## src/rtl/core/pie_pkg.sv

```systemverilog
// ----------------------------------------------------------------------------
// pie_pkg
// shared constants for the packet impairment emulator: field widths,
// operation codes, register indexes and arithmetic limits
// ----------------------------------------------------------------------------
package pie_pkg;

   // default depth of the delay queue
   localparam int DELAY_DEPTH_DEF = 16;

   // field widths
   localparam int PCT_W    = 7;
   localparam int COPIES_W = 8;
   localparam int ID_W     = 16;
   localparam int RC_W     = 16;
   localparam int RD_W     = 10;
   localparam int DEN_W    = 9;
   localparam int LHS_W    = 15;
   localparam int CNT_W    = 4;

   // operation codes carried in the request tuser
   localparam logic [1:0] MODE_OFFER = 2'd0;
   localparam logic [1:0] MODE_TICK  = 2'd1;
   localparam logic [1:0] MODE_POLL  = 2'd2;

   // register indexes
   localparam logic [1:0] REG_LOSS      = 2'd0;
   localparam logic [1:0] REG_DELAY     = 2'd1;
   localparam logic [1:0] REG_DUPLICATE = 2'd2;
   localparam logic [1:0] REG_MAX_COPY  = 2'd3;

   // arithmetic limits
   localparam logic [PCT_W-1:0]  PCT_FULL     = 7'd100;
   localparam logic [PCT_W-1:0]  RAND_PCT_MAX = 7'd99;
   localparam logic [DEN_W-1:0]  DEN_MIN      = 9'd100;
   localparam logic [LHS_W-1:0]  PCT_SCALE    = 15'd100;
   localparam logic [RD_W-1:0]   TIMER_RESET  = 10'd1000;
   localparam logic [RD_W-1:0]   DELAY_MAX    = 10'd999;
   localparam logic [CNT_W-1:0]  DIV_LAST     = 4'd15;

endpackage

```

## src/rtl/core/packet_impairment_emulator.sv

```systemverilog
// ----------------------------------------------------------------------------
// packet_impairment_emulator
// decides drop, delay, duplicate or pass for each offered packet, keeps a
// queue of delayed packets and releases them against a millisecond timer
// ----------------------------------------------------------------------------
// One request word is taken at a time; req_tready is high only while the
// sequencer is idle. A tick, a poll and an offer that ends in drop, delay or
// a single send go through accept, band multiply, decide and hand-off to the
// response register; the hand-off waits while that register is full. A
// duplicate adds a modulo step, one quotient bit per cycle through a
// compare-and-subtract unit that forms rand_copies modulo max_copies. The
// response register lets the next word be accepted while the last response
// still waits on rsp_tready; a second response waits in the hand-off step.
// Delayed packets sit in a DELAY_DEPTH entry memory with a registered read
// at the queue head. The queue storage has no reset; only written entries are
// ever returned. Configuration may be written only while the block is idle.
// ----------------------------------------------------------------------------
module packet_impairment_emulator
   import pie_pkg::*;
#(
   parameter int DELAY_DEPTH = DELAY_DEPTH_DEF
) (
   input  logic        clock,
   input  logic        reset,
   // request channel
   input  logic        req_tvalid,
   output logic        req_tready,
   // packet_id[15:0], packet_handle[31:16], rand_percent[38:32],
   // rand_copies[54:39], rand_delay[64:55], zero fill[71:65]
   input  logic [71:0] req_tdata,
   // mode[1:0]
   input  logic [1:0]  req_tuser,
   // response channel
   output logic        rsp_tvalid,
   input  logic        rsp_tready,
   // copies[7:0], released_id[23:8], released_handle[39:24]
   output logic [39:0] rsp_tdata,
   // was_delayed[0], was_dropped[1], queue_overflow[2], released[3]
   output logic [3:0]  rsp_tuser,
   // configuration write port
   input  logic        csr_we,
   input  logic [1:0]  csr_index,
   input  logic [7:0]  csr_wdata
);

   localparam int PW = (DELAY_DEPTH > 1) ? $clog2(DELAY_DEPTH) : 1;
   localparam int CW = $clog2(DELAY_DEPTH + 1);
   localparam logic [CW-1:0] DEPTH_C = CW'(DELAY_DEPTH);
   localparam logic [CW:0]   DEPTH_X = (CW + 1)'(DELAY_DEPTH);
   localparam logic [PW-1:0] HEAD_LAST = PW'(DELAY_DEPTH - 1);

   typedef enum logic [2:0] {
      S_IDLE,
      S_MUL,
      S_DECIDE,
      S_DIV,
      S_DONE
   } state_type;

   // sequencer and configuration
   state_type            state_ff, state_in;
   logic [PCT_W-1:0]     loss_ff, loss_in;
   logic [PCT_W-1:0]     delay_ff, delay_in;
   logic [PCT_W-1:0]     dup_ff, dup_in;
   logic [COPIES_W-1:0]  maxc_ff, maxc_in;

   // captured request word
   logic [1:0]           mode_ff, mode_in;
   logic [ID_W-1:0]      id_ff, id_in;
   logic [ID_W-1:0]      handle_ff, handle_in;
   logic [PCT_W-1:0]     d_ff, d_in;
   logic [DEN_W-1:0]     den_ff, den_in;
   logic [RC_W-1:0]      rc_ff, rc_in;
   logic [RD_W-1:0]      rdly_ff, rdly_in;

   // band product and modulo unit
   logic [LHS_W-1:0]     lhs_ff, lhs_in;
   logic [COPIES_W-1:0]  rem_ff, rem_in;
   logic [COPIES_W-1:0]  mod_ff, mod_in;
   logic [CNT_W-1:0]     cnt_ff, cnt_in;

   // queue and timer
   logic [PW-1:0]        head_ff, head_in;
   logic [CW-1:0]        count_ff, count_in;
   logic [RD_W-1:0]      timer_ff, timer_in;

   // result waiting for the response register
   logic [COPIES_W-1:0]  res_copies_ff, res_copies_in;
   logic [3:0]           res_user_ff, res_user_in;
   logic [ID_W-1:0]      res_rid_ff, res_rid_in;
   logic [ID_W-1:0]      res_rhandle_ff, res_rhandle_in;

   // response register
   logic                 rsp_valid_ff, rsp_valid_in;
   logic [39:0]          rsp_data_ff, rsp_data_in;
   logic [3:0]           rsp_user_ff, rsp_user_in;

   // queue memory, {handle, id} per entry
   logic [2*ID_W-1:0]    queue_mem_ff [DELAY_DEPTH];
   logic [2*ID_W-1:0]    queue_rd_ff;
   logic                 mem_we;
   logic [PW-1:0]        mem_waddr;
   logic [2*ID_W-1:0]    mem_wdata;

   // datapath helpers
   logic [PCT_W-1:0]     rp_clamp;
   logic [DEN_W-1:0]     total_now;
   logic [PCT_W-1:0]     wr_clamp;
   logic [LHS_W-1:0]     mul_full;
   logic [LHS_W-1:0]     band_loss, band_delay, band_dup;
   logic [CW:0]          tail_sum;
   logic [PW-1:0]        tail;
   logic [COPIES_W:0]    div_trial;
   logic [COPIES_W-1:0]  div_rem;

   assign req_tready = (state_ff == S_IDLE);
   assign rsp_tvalid = rsp_valid_ff;
   assign rsp_tdata  = rsp_data_ff;
   assign rsp_tuser  = rsp_user_ff;

   // percent sum spans the three bands
   assign total_now = DEN_W'(loss_ff) + DEN_W'(delay_ff) + DEN_W'(dup_ff);
   assign rp_clamp  = (req_tdata[38:32] > RAND_PCT_MAX) ? RAND_PCT_MAX : req_tdata[38:32];
   assign wr_clamp  = (csr_wdata[6:0] > PCT_FULL) ? PCT_FULL : csr_wdata[6:0];

   // d * den, at most 100 * 300
   assign mul_full = LHS_W'(d_ff) * LHS_W'(den_ff);

   // cumulative band ends scaled by 100
   assign band_loss  = LHS_W'(loss_ff) * PCT_SCALE;
   assign band_delay = (LHS_W'(loss_ff) + LHS_W'(delay_ff)) * PCT_SCALE;
   assign band_dup   = LHS_W'(total_now) * PCT_SCALE;

   // tail slot wraps at the queue depth
   assign tail_sum = (CW + 1)'(head_ff) + (CW + 1)'(count_ff);
   assign tail     = (tail_sum >= DEPTH_X) ? PW'(tail_sum - DEPTH_X) : PW'(tail_sum);

   // one restoring modulo step: shift in the next bit, subtract if it fits
   assign div_trial = {rem_ff, rc_ff[RC_W-1]};
   assign div_rem   = (div_trial >= {1'b0, mod_ff}) ? COPIES_W'(div_trial - {1'b0, mod_ff})
                                                    : div_trial[COPIES_W-1:0];

   always_comb begin
      state_in       = state_ff;
      loss_in        = loss_ff;
      delay_in       = delay_ff;
      dup_in         = dup_ff;
      maxc_in        = maxc_ff;
      mode_in        = mode_ff;
      id_in          = id_ff;
      handle_in      = handle_ff;
      d_in           = d_ff;
      den_in         = den_ff;
      rc_in          = rc_ff;
      rdly_in        = rdly_ff;
      lhs_in         = lhs_ff;
      rem_in         = rem_ff;
      mod_in         = mod_ff;
      cnt_in         = cnt_ff;
      head_in        = head_ff;
      count_in       = count_ff;
      timer_in       = timer_ff;
      res_copies_in  = res_copies_ff;
      res_user_in    = res_user_ff;
      res_rid_in     = res_rid_ff;
      res_rhandle_in = res_rhandle_ff;
      rsp_valid_in   = rsp_valid_ff && !rsp_tready;
      rsp_data_in    = rsp_data_ff;
      rsp_user_in    = rsp_user_ff;
      mem_we         = 1'b0;
      mem_waddr      = tail;
      mem_wdata      = {handle_ff, id_ff};

      // register writes; the user must write only while idle, the block does not enforce it
      if (csr_we) begin
         case (csr_index)
            REG_LOSS:      loss_in  = wr_clamp;
            REG_DELAY:     delay_in = wr_clamp;
            REG_DUPLICATE: dup_in   = wr_clamp;
            REG_MAX_COPY:  maxc_in  = csr_wdata;
            default:       ;
         endcase
      end

      case (state_ff)
         S_IDLE: begin
            if (req_tvalid) begin
               mode_in   = req_tuser;
               id_in     = req_tdata[15:0];
               handle_in = req_tdata[31:16];
               d_in      = rp_clamp + 7'd1;
               den_in    = (total_now > DEN_MIN) ? total_now : DEN_MIN;
               rc_in     = req_tdata[54:39];
               rdly_in   = req_tdata[64:55];
               state_in  = S_MUL;
            end
         end

         S_MUL: begin
            lhs_in   = mul_full;
            state_in = S_DECIDE;
         end

         S_DECIDE: begin
            res_copies_in  = '0;
            res_user_in    = '0;
            res_rid_in     = '0;
            res_rhandle_in = '0;
            state_in       = S_DONE;
            case (mode_ff)
               MODE_OFFER: begin
                  if (lhs_ff <= band_loss) begin
                     res_user_in[1] = 1'b1;
                  end else if (lhs_ff <= band_delay) begin
                     if (count_ff < DEPTH_C) begin
                        mem_we         = 1'b1;
                        count_in       = count_ff + 1'b1;
                        res_user_in[0] = 1'b1;
                     end else begin
                        // queue full: drop and flag it
                        res_user_in[1] = 1'b1;
                        res_user_in[2] = 1'b1;
                     end
                  end else if (lhs_ff <= band_dup) begin
                     // zero max_copies acts as one
                     mod_in   = (maxc_ff == '0) ? COPIES_W'(1) : maxc_ff;
                     rem_in   = '0;
                     cnt_in   = '0;
                     state_in = S_DIV;
                  end else begin
                     res_copies_in = COPIES_W'(1);
                  end
               end
               MODE_TICK: begin
                  if (timer_ff != '0) begin
                     timer_in = timer_ff - 1'b1;
                  end
               end
               MODE_POLL: begin
                  if (count_ff != '0 && timer_ff == '0) begin
                     res_user_in[3] = 1'b1;
                     res_rid_in     = queue_rd_ff[ID_W-1:0];
                     res_rhandle_in = queue_rd_ff[2*ID_W-1:ID_W];
                     head_in        = (head_ff == HEAD_LAST) ? '0 : head_ff + 1'b1;
                     count_in       = count_ff - 1'b1;
                     timer_in       = (rdly_ff > DELAY_MAX) ? DELAY_MAX : rdly_ff;
                  end
               end
               default: ;
            endcase
         end

         S_DIV: begin
            rem_in = div_rem;
            rc_in  = {rc_ff[RC_W-2:0], 1'b0};
            cnt_in = cnt_ff + 1'b1;
            if (cnt_ff == DIV_LAST) begin
               res_copies_in = div_rem + 1'b1;
               state_in      = S_DONE;
            end
         end

         S_DONE: begin
            // hand off once the response register is free
            if (!rsp_valid_ff || rsp_tready) begin
               rsp_valid_in = 1'b1;
               rsp_data_in  = {res_rhandle_ff, res_rid_ff, res_copies_ff};
               rsp_user_in  = res_user_ff;
               state_in     = S_IDLE;
            end
         end

         default: state_in = S_IDLE;
      endcase
   end

   always_ff @(posedge clock) begin
      if (reset) begin
         state_ff     <= S_IDLE;
         loss_ff      <= '0;
         delay_ff     <= '0;
         dup_ff       <= '0;
         maxc_ff      <= COPIES_W'(1);
         head_ff      <= '0;
         count_ff     <= '0;
         timer_ff     <= TIMER_RESET;
         rsp_valid_ff <= 1'b0;
      end else begin
         state_ff     <= state_in;
         loss_ff      <= loss_in;
         delay_ff     <= delay_in;
         dup_ff       <= dup_in;
         maxc_ff      <= maxc_in;
         head_ff      <= head_in;
         count_ff     <= count_in;
         timer_ff     <= timer_in;
         rsp_valid_ff <= rsp_valid_in;
      end
      mode_ff        <= mode_in;
      id_ff          <= id_in;
      handle_ff      <= handle_in;
      d_ff           <= d_in;
      den_ff         <= den_in;
      rc_ff          <= rc_in;
      rdly_ff        <= rdly_in;
      lhs_ff         <= lhs_in;
      rem_ff         <= rem_in;
      mod_ff         <= mod_in;
      cnt_ff         <= cnt_in;
      res_copies_ff  <= res_copies_in;
      res_user_ff    <= res_user_in;
      res_rid_ff     <= res_rid_in;
      res_rhandle_ff <= res_rhandle_in;
      rsp_data_ff    <= rsp_data_in;
      rsp_user_ff    <= rsp_user_in;
   end

   // queue memory: one write port at the tail, registered read at the head
   always_ff @(posedge clock) begin
      if (mem_we) begin
         queue_mem_ff[mem_waddr] <= mem_wdata;
      end
      queue_rd_ff <= queue_mem_ff[head_ff];
   end

   // queue fill never exceeds its depth
   a_count_bound: assert property (@(posedge clock) disable iff (reset)
      count_ff <= DEPTH_C)
      else $error("delay queue count above depth");

   // a queue write grows the fill by exactly one
   a_push_count: assert property (@(posedge clock) disable iff (reset)
      mem_we |=> count_ff == $past(count_ff) + 1'b1)
      else $error("queue write without count increment");

   // delay, drop and release outcomes exclude each other; overflow comes with drop
   a_flag_mix: assert property (@(posedge clock) disable iff (reset)
      rsp_valid_ff |-> !(rsp_user_ff[0] && rsp_user_ff[1])
                       && (!rsp_user_ff[2] || rsp_user_ff[1])
                       && (!rsp_user_ff[3] || rsp_user_ff[2:0] == 3'b000))
      else $error("conflicting response flags");

   // packets sent now only when no other outcome applies
   a_copies_clean: assert property (@(posedge clock) disable iff (reset)
      (rsp_valid_ff && rsp_data_ff[7:0] != '0) |-> rsp_user_ff == 4'b0000)
      else $error("copies reported with an impairment flag");

   // the release timer never exceeds its reset value
   a_timer_bound: assert property (@(posedge clock) disable iff (reset)
      timer_ff <= TIMER_RESET)
      else $error("release timer out of range");

endmodule

```

## config.mk

```make
export PLATFORM = sky130hd
export DESIGN_NAME = packet_impairment_emulator
export DESIGN_NICKNAME = d
export VERILOG_FILES = /design/src/rtl/core/pie_pkg.sv /design/src/rtl/core/packet_impairment_emulator.sv
export SDC_FILE = /design/constraint.sdc
export NUM_CORES = 1
export LEC_CHECK = 0
export BUFFER_PORTS_ARGS = -buffer_cell sky130_fd_sc_hd__buf_2
export CAP_MARGIN = 20
export CORE_ASPECT_RATIO = 0.7
export CORE_MARGIN = 3
export CORE_UTILIZATION = 37
export CTS_CLUSTER_DIAMETER = 100
export CTS_CLUSTER_SIZE = 25
export DETAILED_ROUTE_END_ITERATION = 10
export HOLD_SLACK_MARGIN = 0.08
export PLACE_DENSITY = 0.62
export SYNTH_ARGS = -nofsm -noshare
export SYNTH_HDL_FRONTEND = slang
export SYNTH_SLANG_ARGS = --single-unit
```

## constraint.sdc

```tcl
create_clock -name clock -period 10.1 [get_ports clock]
set_input_delay 1.515 -clock clock [delete_from_list [all_inputs] [get_ports clock]]
set_output_delay 1.515 -clock clock [all_outputs]
set_load 0.005 [all_outputs]
```

==> metrics.md <==
| Metric | Value |
|---|---|
| Count of buffers from port buffering | `127` |
| Seq/Total Area, Yosys | `65.6%` |
| CTS Root Cell | `clkbuf_16` |
| Power density cells | `167 nW/um^2` |
| Tightest Pin Transition | `1.10 ns` |
| Initial core utilization | `a little under two fifths` |
| Area Growth Syn to Fin | `10.0%` |
| Number of synthesized flops with an enable pin | `711` |
| Combinational share of power | `13.1%` |
| Final Critical Period | `8.37 ns` |
| WL final | `approximately 75 mm` |
| Synth area leaders | `edfxtp_1 (61%), mux4_2 (10%), ha_1 (6.7%)` |
| Vias/cell | `between 5 and 6` |
| GRT Total Usage | `15.1%` |
| Crit-path max FO | `20` |
| Remaining global-route overflow | `0` |
| WL/cell | `~21 um` |
| Worst r2r path cells | `28` |
| Power share of the sequential group | `between 50% and 60%` |
| RSZ-0062 raised after global routing | `no` |
| Hold/Removal Path Class | `register to register` |
| Skew-Pair Late Insertion Delay | `0.61 ns` |
| Final hold violation count | `0` |
| Hold Path End | `rsp_tuser[0]` |
| Initial antenna violation count | `1` |
| Final Max Slew Viols | `0` |
| Final setup viols | `0` |
| DRT iter0 DRCs | `1303` |
| Routed Antenna Nets | `0` |
| ANT cells | `0` |
| # DRC | `0` |
| Internal Power | `4.84 mW` |
| Max-Cap Viols | `0` |
| Synth unique cells | `64` |
| Ys async rst share | `0%` |
| Synth warn | `0` |
| Share of layout cells above drive strength 1 | `18.8%` |
| Slew Limit Headroom | `26.9%` |
| TritonCTS clock tree | `yes` |
| Avg Inst Size Synth | `between 15 and 20 um^2` |
| CTS buffer count | `39` |
| CP max stage cell | `nor2_4` |
| RePlAce Congestion | `0.870` |
| CTS max path bufs | `3` |
| Number of global-route vias before repair | `~19000` |
| Fin crit share | `82.9%` |
| Synth Flop Type | `edfxtp_1` |
| Via count | `18100` |
| CP most frequent cell | `ha_1` |
| Synth Instances | `2117` |
| Top achievable clock speed | `~120 MHz` |
| Core area | `93000 um^2` |
| Post-DP HPWL | `47.4 mm` |
| Leakage | `13.5 nW` |
| Area post-placement | `~37000 um^2` |
| H-tree levels | `2` |
| Die width | `374 um` |
| CP peak stage delay | `between 0.8 and 0.9 ns` |
| VDD IR max | `between 0.1 and 0.15 mV` |
| Synth top area share | `60.8%` |
| CTS Hold Bufs | `0` |
| CP Data Arrival Time | `roughly 8.7 ns` |
| Setup Crit Path Kind | `register to register` |
| Max Clock Skew | `0.0262 ns` |
| Commonest non-fill, non-tap cell in the layout | `edfxtp_1` |
| Crit path buf inv count | `3` |
| CP delay by family, top | `simple AND/OR/NAND/NOR gates` |
| Global-route wire length before repair | `115 mm` |
| Cell row count | `93` |
| Die Height | `264 um` |
| Min-Delay Path Depth | `0` |
| Flop2flop setup slack | `between 1.5 and 2 ns` |
| Boundary Pins | `between 100 and 150` |
| Syn nets | `between 2000 and 2500` |
| Power share of the clock group | `28.2%` |
| Post-layout nets | `between 2000 and 3000` |
| #FFs+latches synth | `795` |
| Post-CTS repair timing setup buffer count | `0` |
| WP data required | `10.39 ns` |
| Synthesized area | `35100 um^2` |
| TritonCTS Sinks | `795` |
| Worst hold start | `res_user_ff[0]` |
| Top cell type by total area after synthesis | `edfxtp_1` |
| Sw Share | `25.0%` |
| Pin count of the biggest net entering global routing | `71` |
| CP endpoint kind | `register` |
| Fin area | `between 30000 and 40000 um^2` |
| Commonest cells after routing, fill and taps aside | `edfxtp_1 (711), ha_1 (187), mux4_2 (160), buf_2 (127), inv_1 (122)` |
| Clock Pin Slew Worst Setup and Hold Paths | `0.10 ns` |
| Post-cts sizing count | `0` |
| Status | `complete, no violations` |
| Element type at the critical path start | `register` |
| DRT Pass-1 Iters | `5` |
| Reg2Reg Launch Point | `loss_ff[1]` |
| Setup TNS | `0 ns` |
| Crit Reg-Reg Endpoint | `queue_mem_ff[10][4]` |
| Die area | `98600 um^2` |
| NetSw | `1.61 mW` |
state kept, by name, indices dropped and copies added, names as in the netlist, 9 cells and up:
signal	count
lhs_ff	15
queue_mem_ff	512
res_rhandle_ff	16
queue_rd_ff	32
res_rid_ff	16
handle_ff	16
id_ff	16
rc_ff	16
rdly_ff	10
timer_ff	10
rsp_tdata	40
den_ff	9
cell usage after synthesis, types with 13 or more instances:
cell,instances
a21o_1,26
a21oi_1,94
and2_1,65
buf_1,13
clkbuf_1,48
dfxtp_1,84
edfxtp_1,711
fa_1,53
ha_1,187
inv_1,125
mux2_2,17
mux2i_1,13
mux4_2,160
nand2_1,115
nand2b_1,13
nand3_1,22
nor2_1,102
nor2b_1,17
nor3_1,16
o21ai_0,30
o21bai_1,13
xnor2_1,48
xor2_1,31
metrics by stage:
| stage | total power, mW | utilization, % | std cells | hold slack, ns | worst slack [ns] |
|---|---|---|---|---|---|
| 4_1_cts | 6.53 | 41.5 | 3515 | 0.420 | 1.64 |
| 5_1_grt | 6.78 | 41.5 | 3516 | 0.422 | 1.08 |
| 3_5_place_dp | 4.70 | 40.2 | 3443 | 0.405 | 1.70 |
| 2_1_floorplan | 4.45 | - | 2117 | 0.400 | 2.80 |
| 3_3_place_gp | 4.67 | 40.2 | 3442 | 0.404 | 1.90 |
| 6_report | 6.45 | 41.5 | 3516 | 0.417 | 1.73 |
routing by layer:
| metal | up-vias | wire (um) | global-route usage (%) | part of all wire [%] |
|---|---|---|---|---|
| li1 | 8286 | - | - | - |
| met1 | 9398 | 36200 | 22.6 | 48 |
| met2 | 385 | 34300 | 24.0 | 46 |
| met3 | 58 | 3240 | 2.08 | 4.3 |
| met4 | 0 | 951 | 2.61 | 1.3 |
| met5 | - | 0 | 0 | 0 |
layout make-up:
| class | count | area, um^2 |
|---|---|---|
| repair buffers | 161 | 911 |
| multi-input cells | 1127 | 11400 |
| inverters | 126 | 474 |
| well taps | 1235 | 1550 |
| fillers | 8186 | 54400 |
| flip-flops and latches | 795 | 23000 |
| clock inverters | 6 | 92.6 |
| clock buffers | 66 | 1110 |
logic make-up after synthesis:
group,Yosys count,share of synthesized area (%)
AO/OA/AOI/OAI,216,3.79
AND/OR/NAND/NOR,402,5.60
multiplexers,190,11.2
adder cells (fa/ha/maj),240,9.69
buffers and inverters,195,2.14
flip-flops,795,65.6
XOR/XNOR,79,1.97
worst max-delay path by stage:
stage	startpoint	endpoint	slack, ns	cells past startpoint
after floorplan	loss_ff[1]	queue_mem_ff[11][0]	2.80	27
after global placement	loss_ff[1]	queue_mem_ff[14][11]	1.90	28
after detailed placement	loss_ff[1]	queue_mem_ff[6][12]	1.70	28
after CTS	loss_ff[1]	queue_mem_ff[6][11]	1.64	28
after global routing	loss_ff[1]	queue_mem_ff[10][4]	1.08	28
final	loss_ff[1]	queue_mem_ff[10][4]	1.73	28
power groups by stage:
stage / Sequential, mW / Combinational (mW) / Clock (mW)
after floorplan: 3.81 / 0.641 / 0
after global placement: 3.85 / 0.822 / 0
after detailed placement: 3.86 / 0.844 / 0
after CTS: 3.78 / 0.854 / 1.89
after global routing: 3.80 / 0.978 / 2.01
final: 3.78 / 0.845 / 1.82
No activity file was read; power rests on OpenSTA's default activity.
